--- src/design/pkcsu_pkg.sv ---
// ----------------------------------------------------------------------------
// pkcsu_pkg: shared types and constants for the block unpadder
// Phase codes, status codes, register indexes and the state and result
// structs passed between the step logic and the top level.
// ----------------------------------------------------------------------------
package pkcsu_pkg;

  // Parse phase within one block
  typedef enum logic [2:0] {
    PhFirst = 3'd0,
    PhType  = 3'd1,
    PhPad   = 3'd2,
    PhData  = 3'd3,
    PhDrain = 3'd4
  } phase_e;

  // Status reported with the last byte
  typedef enum logic [2:0] {
    StOk       = 3'd0,
    StShort    = 3'd1,
    StBadType  = 3'd2,
    StNoSep    = 3'd3,
    StShortPad = 3'd4
  } status_e;

  // Configuration register indexes
  localparam logic CfgMinPad = 1'b0;
  localparam logic CfgMinLen = 1'b1;

  // Reset values of the configuration registers
  localparam logic [7:0] MinPadReset = 8'd8;
  localparam logic [7:0] MinLenReset = 8'd11;

  // Byte codes
  localparam logic [7:0] ByteZero  = 8'h00;
  localparam logic [7:0] TypeOne   = 8'h01;
  localparam logic [7:0] TypeTwo   = 8'h02;
  localparam logic [7:0] CountMax  = 8'hFF;

  // Per-block parse state
  typedef struct packed {
    phase_e      phase;
    logic [7:0]  pad_count;
    logic [7:0]  length_count;
    status_e     error_code;
    logic [1:0]  seen_type;
  } blk_state_t;

  // One result transaction
  typedef struct packed {
    logic [7:0]  data_out;
    logic        data_valid;
    logic        done_res;
    status_e     status;
    logic [1:0]  block_type;
  } result_t;

  localparam blk_state_t BlkClear = '{
    phase:        PhFirst,
    pad_count:    8'd0,
    length_count: 8'd0,
    error_code:   StOk,
    seen_type:    2'd0
  };

endpackage

--- src/design/pkcsu_step.sv ---
// ----------------------------------------------------------------------------
// pkcsu_step: next-state and result logic for one byte
// Takes the current block state and one byte, gives the next state and the
// result transaction, if any, that the byte causes.
// ----------------------------------------------------------------------------
module pkcsu_step (
  input  pkcsu_pkg::blk_state_t state_i,
  input  logic [7:0]            byte_in_i,
  input  logic                  last_in_i,
  input  logic [7:0]            min_pad_bytes_i,
  input  logic [7:0]            min_length_i,
  output pkcsu_pkg::blk_state_t state_o,
  output pkcsu_pkg::result_t    result_o,
  output logic                  has_result_o
);

  pkcsu_pkg::blk_state_t upd;
  pkcsu_pkg::status_e    st;
  logic                  lead_zero;
  logic                  emit;

  // Phase update for this byte
  always_comb begin
    upd       = state_i;
    lead_zero = (state_i.phase == pkcsu_pkg::PhFirst) && (byte_in_i == pkcsu_pkg::ByteZero);
    emit      = 1'b0;
    if (lead_zero) begin
      upd.phase = pkcsu_pkg::PhType;
    end else begin
      if (state_i.length_count != pkcsu_pkg::CountMax) begin
        upd.length_count = state_i.length_count + 8'd1;
      end
      case (state_i.phase)
        pkcsu_pkg::PhFirst, pkcsu_pkg::PhType: begin
          if (byte_in_i == pkcsu_pkg::TypeOne || byte_in_i == pkcsu_pkg::TypeTwo) begin
            upd.seen_type = byte_in_i[1:0];
            upd.phase     = pkcsu_pkg::PhPad;
          end else begin
            upd.seen_type  = 2'd0;
            upd.error_code = pkcsu_pkg::StBadType;
            upd.phase      = pkcsu_pkg::PhDrain;
          end
        end
        pkcsu_pkg::PhPad: begin
          if (byte_in_i != pkcsu_pkg::ByteZero) begin
            if (state_i.pad_count != pkcsu_pkg::CountMax) begin
              upd.pad_count = state_i.pad_count + 8'd1;
            end
          end else begin
            if (state_i.pad_count < min_pad_bytes_i) begin
              upd.error_code = pkcsu_pkg::StShortPad;
            end
            upd.phase = pkcsu_pkg::PhData;
          end
        end
        pkcsu_pkg::PhData: begin
          emit = 1'b1;
        end
        default: begin
        end
      endcase
    end
  end

  // Final status, checks in priority order
  always_comb begin
    if (upd.length_count < min_length_i) begin
      st = pkcsu_pkg::StShort;
    end else if (upd.seen_type == 2'd0) begin
      st = pkcsu_pkg::StBadType;
    end else if (upd.phase != pkcsu_pkg::PhData) begin
      st = pkcsu_pkg::StNoSep;
    end else if (upd.error_code == pkcsu_pkg::StShortPad) begin
      st = pkcsu_pkg::StShortPad;
    end else begin
      st = pkcsu_pkg::StOk;
    end
  end

  // Result and block restart on the last byte
  always_comb begin
    result_o.data_out   = emit ? byte_in_i : 8'd0;
    result_o.data_valid = emit;
    result_o.done_res   = last_in_i;
    result_o.status     = last_in_i ? st : pkcsu_pkg::StOk;
    result_o.block_type = upd.seen_type;
    has_result_o        = emit | last_in_i;
    state_o             = last_in_i ? pkcsu_pkg::BlkClear : upd;
  end

endmodule

--- src/design/pkcs1_v15_block_unpad.sv ---
// ----------------------------------------------------------------------------
// pkcs1_v15_block_unpad: streaming PKCS#1 v1.5 padding remover
// Input register, one byte of parse logic, output register.
//
//   channel  | valid / stall            | payload
//   ---------+--------------------------+-------------------------------------
//   in       | in_valid_i / in_stall_o  | byte_in_i, last_in_i
//   out      | out_valid_o / out_stall_i| data_out_o, data_valid_o, done_res_o,
//            |                          | status_o, block_type_o
//   cfg      | cfg_we_i                 | cfg_index_i, cfg_data_i
//
// One byte per cycle sustained while no stalled output holds the pipe; a
// byte's transaction is captured in the input register, and its result then
// in the output register, which presents it on the outputs.
// Reset clears the parse state, the valid flags and sets the thresholds to
// 8 padding bytes and 11 block bytes.
// A stalled output holds the pipe only when the waiting byte has a result;
// bytes with no result pass the parse stage regardless.
// ----------------------------------------------------------------------------
module pkcs1_v15_block_unpad (
  input  logic       clk_i,
  input  logic       rst_ni,
  // config write
  input  logic       cfg_we_i,
  input  logic       cfg_index_i,
  input  logic [7:0] cfg_data_i,
  // input channel
  input  logic       in_valid_i,
  output logic       in_stall_o,
  input  logic [7:0] byte_in_i,
  input  logic       last_in_i,
  // output channel
  output logic       out_valid_o,
  input  logic       out_stall_i,
  output logic [7:0] data_out_o,
  output logic       data_valid_o,
  output logic       done_res_o,
  output logic [2:0] status_o,
  output logic [1:0] block_type_o
);

  logic [7:0]            min_pad_q;
  logic [7:0]            min_len_q;
  logic                  s1_valid_q, s1_valid_d;
  logic [7:0]            s1_byte_q;
  logic                  s1_last_q;
  pkcsu_pkg::blk_state_t state_q, state_d;
  pkcsu_pkg::result_t    res_d, res_q;
  logic                  has_res;
  logic                  out_valid_q, out_valid_d;
  logic                  out_free, s1_proc, in_accept;

  // Config registers
  always_ff @(posedge clk_i or negedge rst_ni) begin
    if (!rst_ni) begin
      min_pad_q <= pkcsu_pkg::MinPadReset;
      min_len_q <= pkcsu_pkg::MinLenReset;
    end else if (cfg_we_i) begin
      case (cfg_index_i)
        pkcsu_pkg::CfgMinPad: min_pad_q <= cfg_data_i;
        pkcsu_pkg::CfgMinLen: min_len_q <= cfg_data_i;
        default: begin
        end
      endcase
    end
  end

  // Byte parse logic
  pkcsu_step u_step (
    .state_i         (state_q),
    .byte_in_i       (s1_byte_q),
    .last_in_i       (s1_last_q),
    .min_pad_bytes_i (min_pad_q),
    .min_length_i    (min_len_q),
    .state_o         (state_d),
    .result_o        (res_d),
    .has_result_o    (has_res)
  );

  // Handshake control
  assign out_free    = !out_valid_q || !out_stall_i;
  assign s1_proc     = s1_valid_q && (!has_res || out_free);
  assign in_stall_o  = s1_valid_q && !s1_proc;
  assign in_accept   = in_valid_i && !in_stall_o;
  assign s1_valid_d  = in_accept || (s1_valid_q && !s1_proc);
  assign out_valid_d = (s1_proc && has_res) || (out_valid_q && out_stall_i);

  // Control registers
  always_ff @(posedge clk_i or negedge rst_ni) begin
    if (!rst_ni) begin
      s1_valid_q  <= 1'b0;
      out_valid_q <= 1'b0;
      state_q     <= pkcsu_pkg::BlkClear;
    end else begin
      s1_valid_q  <= s1_valid_d;
      out_valid_q <= out_valid_d;
      if (s1_proc) begin
        state_q <= state_d;
      end
    end
  end

  // Input payload register
  always_ff @(posedge clk_i) begin
    if (in_accept) begin
      s1_byte_q <= byte_in_i;
      s1_last_q <= last_in_i;
    end
  end

  // Output payload register
  always_ff @(posedge clk_i) begin
    if (s1_proc && has_res) begin
      res_q <= res_d;
    end
  end

  assign out_valid_o  = out_valid_q;
  assign data_out_o   = res_q.data_out;
  assign data_valid_o = res_q.data_valid;
  assign done_res_o   = res_q.done_res;
  assign status_o     = res_q.status;
  assign block_type_o = res_q.block_type;

endmodule

--- config.mk ---
export PLATFORM = sky130hd
export DESIGN_NAME = pkcs1_v15_block_unpad
export DESIGN_NICKNAME = d
export VERILOG_FILES = /design/src/design/pkcsu_pkg.sv /design/src/design/pkcsu_step.sv /design/src/design/pkcs1_v15_block_unpad.sv
export SDC_FILE = /design/constraint.sdc
export NUM_CORES = 1
export LEC_CHECK = 0
export ABC_AREA = 1
export BUFFER_PORTS_ARGS = -buffer_cell sky130_fd_sc_hd__clkbuf_2
export CORE_MARGIN = 1
export CORE_UTILIZATION = 52
export CTS_CLUSTER_DIAMETER = 80
export DETAILED_ROUTE_END_ITERATION = 16
export PLACE_DENSITY = 0.75
export SLEW_MARGIN = 5
export SYNTH_ARGS = -nofsm -noshare
export SYNTH_HDL_FRONTEND = slang
export SYNTH_SLANG_ARGS = --single-unit
--- constraint.sdc ---
create_clock -name clk_i -period 2.42 [get_ports clk_i]
set_clock_uncertainty 0.1 [all_clocks]
set_input_delay 0.121 -clock clk_i [delete_from_list [all_inputs] [get_ports clk_i]]
set_output_delay 0.121 -clock clk_i [all_outputs]
set_load 0.05 [all_outputs]
---- Word level (Yosys, flattened, before mapping) ----
Index checks and enable logic that the tools add are counted.
cells by class
  multiply operators ...................... 0
  add/sub/neg operators ................... 2
  multiplexer cells ....................... 22
  equal/unequal tests ..................... 10
  bitwise logic cells ..................... 3
  shift-type cells ........................ 0
  reductions and logical operators ........ 29
  div/mod/pow operators ................... 0
  $lt $le $gt $ge ......................... 2
operators by type and width
  operator                                                               count
  8-bit 2-to-1 mux                                                       4
  24-bit 2-to-1 mux                                                      1
  21-bit 2-to-1 mux                                                      1
  3-bit 2-to-1 mux                                                       7
  8-bit by 1-bit adder with 8-bit output, second input constant          2
  8-bit < comparator                                                     2
  8-bit inequality test, second input constant                           2
  3-bit case mux with 2 select lines                                     2
  8-bit by 1-bit equality test with 1-bit output, second input constant  1
  8-bit by 2-bit equality test with 1-bit output, second input constant  1
  8-bit zero test                                                        1
  2-bit 2-to-1 mux                                                       4
  8-bit nonzero test                                                     1
  3-bit by 2-bit equality test with 1-bit output, second input constant  2
  1-bit logical AND                                                      6
  2-bit nonzero test                                                     3
  1-bit zero test                                                        5
  1-bit logical OR                                                       5
  5-bit AND reduction                                                    1
  2-bit AND reduction                                                    2
  2-bit OR reduction                                                     2
  4-bit OR reduction                                                     1
  3-bit by 1-bit equality test with 1-bit output, second input constant  1
  3-bit equality test, second input constant                             1
  7 further kinds                                                        10
storage, ports and cells
  memories ................................ 0
  input bits .............................. 23
  logic and storage cells ................. 86
  output and inout port bits .............. 17
  bits in registers ....................... 66
  bits in latches ......................... 0
  RAM bits ................................ 0
  memory bits (read-only) ................. 0

---- Longest topological paths before layout ----
  depth after elaboration ................. 12
  gate-level depth with buffers ........... 17
  depth with buffers taken out ............ 17

---- Modules after synthesis ----
From an unflattened synthesis, not the netlist that was laid out.
second synthesis, totals
  cells, all modules ...................... 454
  area total of the unflattened synthesis .. 3708.6 µm²
modules (own cells, without submodules)
  module                 area an instance (µm²)  cells an instance  sequential area each (µm²)  times used
  pkcs1_v15_block_unpad  2383.5                  201                1776.7                      1
  pkcsu_step             1325.0                  253                0.0                         1

---- Least setup slack after synthesis ----
Ideal clock, no wire load.
  path kind ............................... register -> register
  from .................................... reg s1_byte_q[0]
  to ...................................... reg res_q, in the netlist status_o[1] (data pin)
  cell stages (with the launch flop) ...... 17
  setup slack ............................. 0.007 ns
  arrival time ............................ 2.059 ns
  required time ........................... 2.067 ns
  clock period less this slack ............ 2.413 ns
  library setup time ...................... 0.253 ns
  buffers on the path ..................... 0
  cell sequence ........................... edfxtp_1 -> nor2_2 -> nand3_2 -> nor2_4 -> nand2_4 -> nand2_1 -> nor2_1 -> nand3_1 -> xor2_1 -> inv_1 -> ha_1 -> a21oi_1 -> nor2_1 -> a211oi_1 -> nand2_1 -> nand2_1 -> nor2_1
on the way
  longest elaborated chain between the ends .. 8
  elaborated cells between the ends (all ways) .. 19
  classes of those cells .................. order compare (1); eq/ne (3); mux (9); reduce/logical (6)
RTL lines
  what                                                                                                              line                          text
  start, declared                                                                                                   pkcs1_v15_block_unpad.sv:45   logic [7:0] s1_byte_q;
  start signal, assigned                                                                                            pkcs1_v15_block_unpad.sv:106  s1_byte_q <= byte_in_i;
  8-bit by 1-bit equality test with 1-bit output or 8-bit by 2-bit equality test with 1-bit output (tied branches)  pkcsu_step.sv:35              if (byte_in_i == pkcsu_pkg::TypeOne || byte_in_i == pkcsu_pkg::TypeTwo) begin
  1-bit logical OR                                                                                                  pkcsu_step.sv:35
  3-bit 2-to-1 mux                                                                                                  pkcsu_step.sv:35
  3-bit case mux with 2 select lines                                                                                pkcsu_step.sv:33              case (state_i.phase)
  3-bit 2-to-1 mux                                                                                                  pkcsu_step.sv:27              if (lead_zero) begin
  3-bit by 2-bit inequality test with 1-bit output                                                                  pkcsu_step.sv:71              end else if (upd.phase != pkcsu_pkg::PhData) begin
  2-bit 2-to-1 mux                                                                                                  pkcsu_step.sv:71
  2-bit 2-to-1 mux                                                                                                  pkcsu_step.sv:69              end else if (upd.seen_type == 2'd0) begin
  end signal, assigned                                                                                              pkcs1_v15_block_unpad.sv:114  res_q <= res_d;
  end, declared                                                                                                     pkcs1_v15_block_unpad.sv:48   pkcsu_pkg::result_t res_d, res_q;
Several ways; a longest one is shown, not always the timed one. The select of a mux whose other input is x is not followed.
A chain may end at the register's enable or synchronous reset.

---- Worst setup path after layout ----
  from .................................... reg s1_byte_q[1]
  to ...................................... reg res_q, in the netlist status_o[2] (data pin)
on the way
  longest elaborated chain between the ends .. 7
  elaborated cells between the ends (all ways) .. 22
  classes of those cells .................. order compare (1); eq/ne (4); mux (11); reduce/logical (6)
RTL lines
  what                                                                                                              line
  8-bit by 1-bit equality test with 1-bit output or 8-bit by 2-bit equality test with 1-bit output (tied branches)  pkcsu_step.sv:35
  1-bit logical OR                                                                                                  pkcsu_step.sv:35
  3-bit 2-to-1 mux or 2-bit 2-to-1 mux (tied branches)                                                              pkcsu_step.sv:35
  3-bit case mux with 2 select lines or 2-bit 2-to-1 mux (tied branches)                                            pkcsu_step.sv:33
  3-bit 2-to-1 mux or 21-bit 2-to-1 mux (tied branches)                                                             pkcsu_step.sv:27
  3-bit by 2-bit inequality test with 1-bit output, or another cell as far along                                    pkcsu_step.sv:71
  4-bit OR reduction (no line) or 3-bit 2-to-1 mux (tied branches)                                                  --
Several ways; a longest one is shown, not always the timed one. The select of a mux whose other input is x is not followed.

==> flow_summary.yaml <==
run_status:
  outcome: "finished, violations left"
  violations: "negative setup slack"
cts:
  clockRootBuffer: "clkbuf_8"
  cts_tree: "yes"
  clock_path_buffers: 2
  worstSkewPairLatency_ns: 0.36
  htreeDepth: 3
  cts_sinks: 66
  cts_buffers: 9
  clk_pin_slew_ns: 0.09
setup_path:
  cp-startpoint: "s1_byte_q[1]"
  cp-start-kind: "register"
  critPathKind: "register to register"
  path_common_cell: "nand2_1"
  r2r_setup_slack_ns: -0.04
  critPathRequiredTime_ns: 2.43
  critical_path.cell_chain: "nor2_2 -> nand3_2 -> nor2_4 -> nand2_4 -> nand2_4 -> nand2_1 -> o21ai_0 -> inv_1 -> ha_1 -> nand2_1 -> nand2_1 -> nand2_1 -> nand2_1 -> nand2_1 -> nand2_2 -> nand2_2 -> nor2_1"
  crit_family: "simple AND/OR/NAND/NOR gates"
  endpoint_kind: "register"
  cp_slowest_cell: "edfxtp_1"
  crit_arrival_ns: 2.47
  r2r_start: "s1_byte_q[1]"
  cp_max_fo: 5
  cpPeakStageDelay_ns: 0.42
  cp.buffers_inverters: 1
final_layout:
  fin_nets: 522
  area_delta_synth_final_pct: 32.47
  nFillCells: 432
  layoutNonFillerInstCount: 565
  seqCellArea_mm2: 0.001778
  final_common_cell: "nand2_1"
  multi_input_area_mm2: 0.001458
  diodes: 0
  drive_gt1_share_pct: 31.97
  mostFrequentLayoutCells: "nand2_1, inv_1, clkbuf_2"
  stdcell_area_mm2: 0.004518
drt:
  vias: 2941
  antenna_left: 0
  drt_iter0_drc: 159
  drt_pre_antenna_iters: 5
  wl_per_cell_um: 14.20
  via_per_inst: 5.205
  wl_um: 8025
  drc_errors: 0
floorplanning:
  pin_count: 40
  die_width_um: 82.99
  initial_core_util_pct: 53.71
  dieArea_mm2: 0.006887
  rows: 29
  core-area_mm2: 0.006350
  die_y_um: 82.99
power:
  pwr-share-seq_pct: 42.9
  p_per_area_mw_per_mm2: 675.5
  p_int_w: 0.002179
  p_leak_nw: 2.182
  ir_worst_vdd_uv: 521.0
  combPwrFrac_pct: 18.8
  p_switching_w: 0.0008732
  clock_power_share_pct: 38.3
  switching_share_pct: 28.61
placed_design:
  dp.cells: 522
  dpl_cell_area_mm2: 0.003889
  gp_congestion: 0.8597
  dp_hpwl_um: 5399
  port_buffers: 39
synthesis:
  seq_area_frac_synth_pct: 52.09
  syn_nets: 421
  ys_warn_count: 0
  synth_cell_types: 37
  avgSynthCellArea_um2: 8.929
  ys_ff_latch: 66
  synth_area_mm2: 0.003411
  synth_cells: 382
grt:
  antenna_found_initial: 0
  grt_max_degree: 23
  grt-ovfl-total: 0
  grt_pass1_wl_um: 13340
  track_usage_pct: 24.89
  grt_pass1_vias: 2886
sta:
  setup-violations-final: 2
  drv_slew: 0
  period_needed_ns: 2.457
  rsz0062_at_grt: "true"
  fmax_mhz: 407.0
  slew_headroom_pct: 61.33
  setup_ws_ns: -0.03679
  finalCritPeriodShare_pct: 101.5
  hold_violations: 0
  worstMarginPinSlew_ns: 0.5800
hold_path:
  hp-class: "primary input to async pin"
run:
  max-cap-violations: 0
[kinds of logic (layout without fill, tap and decap cells)]
family,count (synthesis),count (layout),share of synthesized area (%)
flip-flops,66,66,52.09
AO/OA/AOI/OAI,66,66,11.52
XOR/XNOR,4,4,1.027
adder cells (fa/ha/maj),16,16,5.869
buffers and inverters,76,182,8.694
AND/OR/NAND/NOR,154,154,20.80
[per-stage QoR]
stage | utilization (%) | hold WS, ns | total power [W] | setup slack, ns | TNS (ns)
finish | 71.15 | 0.1921 | 0.003052 | -0.03679 | -0.06691
global route | 71.15 | 0.2415 | 0.003187 | -0.1639 | -0.4461
CTS | 69.83 | 0.2075 | 0.003036 | 0.0006299 | 0
detailed placement | 61.24 | 0.04690 | 0.001837 | -0.1147 | -0.2269
global placement | 61.24 | 0.04566 | 0.001815 | -0.02598 | -0.04844
floorplan | - | -0.2746 | 0.001648 | 0.007266 | 0
[state kept, by name (all words and copies together) (netlist names)]
name          cells
state_q          24
data_out_o        8
min_len_q         8
min_pad_q         8
s1_byte_q         8
status_o          3
block_type_o      2
data_valid_o      1
done_res_o        1
out_valid_o       1
s1_last_q         1
s1_valid_q        1
[routing by layer]
layer  part of all wire, %  vias up  GRT usage [%]
met1                    43     1378          31.72
li1                      -     1443              -
met2                    49       98          39.49
met5                     0        -              0
met3                   4.9       22          5.169
met4                   3.2        0          14.26
[repair_timing]
item,4_1_cts,5_1_grt
endpoints found under the hold margin,46,0
setup buffers,4,3
endpoints found under the setup margin,3,3
resized for setup,16,18
hold buffers,20,0
pin swaps,1,2
[cell type report]
| cell class | instances | area share [%] |
|---|---|---|
| clock inverter | 7 | 2.742 |
| inverter | 72 | 6.037 |
| tap | 77 | 2.132 |
| timing repair buffer | 94 | 14.73 |
| clock buffer | 9 | 2.742 |
| multi-input combinational | 240 | 32.26 |
| sequential | 66 | 39.35 |
[path summary, 6_finish.rpt]
| path | cells after the start | endpoint |
|---|---|---|
| max | 17 | status_o[2] |
| min reg2reg | 2 | min_pad_q[5] |
| max in group asynchronous | 3 | min_len_q[0] |
| min | 2 | state_q[22] |
| max reg2reg | 17 | status_o[2] |
| min in group clk_i | 4 | min_pad_q[3] |
[Yosys cell counts (all sizes together)]
| master | n | area, um2 |
|---|---|---|
| o21ai | 39 | 217.7 |
| nor3 | 5 | 35.03 |
| nor4 | 2 | 12.51 |
| nor2 | 36 | 165.2 |
| inv | 72 | 272.8 |
| a211oi | 1 | 7.510 |
| nand3b | 1 | 11.26 |
| clkbuf | 2 | 7.510 |
| or2 | 2 | 12.51 |
| nand3 | 16 | 95.09 |
| edfxtp | 24 | 720.7 |
| a21oi | 14 | 70.07 |
| o22ai | 6 | 37.54 |
| o211a | 1 | 10.01 |
| xor2 | 4 | 35.03 |
| a22o | 2 | 17.52 |
| dfstp | 4 | 105.1 |
| nand2 | 89 | 359.1 |
| ha | 16 | 200.2 |
| nand4 | 3 | 18.77 |
| dfrtp | 38 | 950.9 |
| o21a | 1 | 7.510 |
| buf | 2 | 16.26 |
| o32ai | 2 | 25.03 |
[power by group through the flow]
stage	Sequential [W]	Combinational [W]	Clock [W]
5_1_grt	0.00132	0.000638	0.00123
2_1_floorplan	0.00137	0.000278	0
3_5_place_dp	0.00133	0.000507	0
3_3_place_gp	0.00133	0.000490	0
4_1_cts	0.00131	0.000551	0.00118
6_report	0.00131	0.000573	0.00117
No activity file was read; power rests on OpenSTA's default activity.
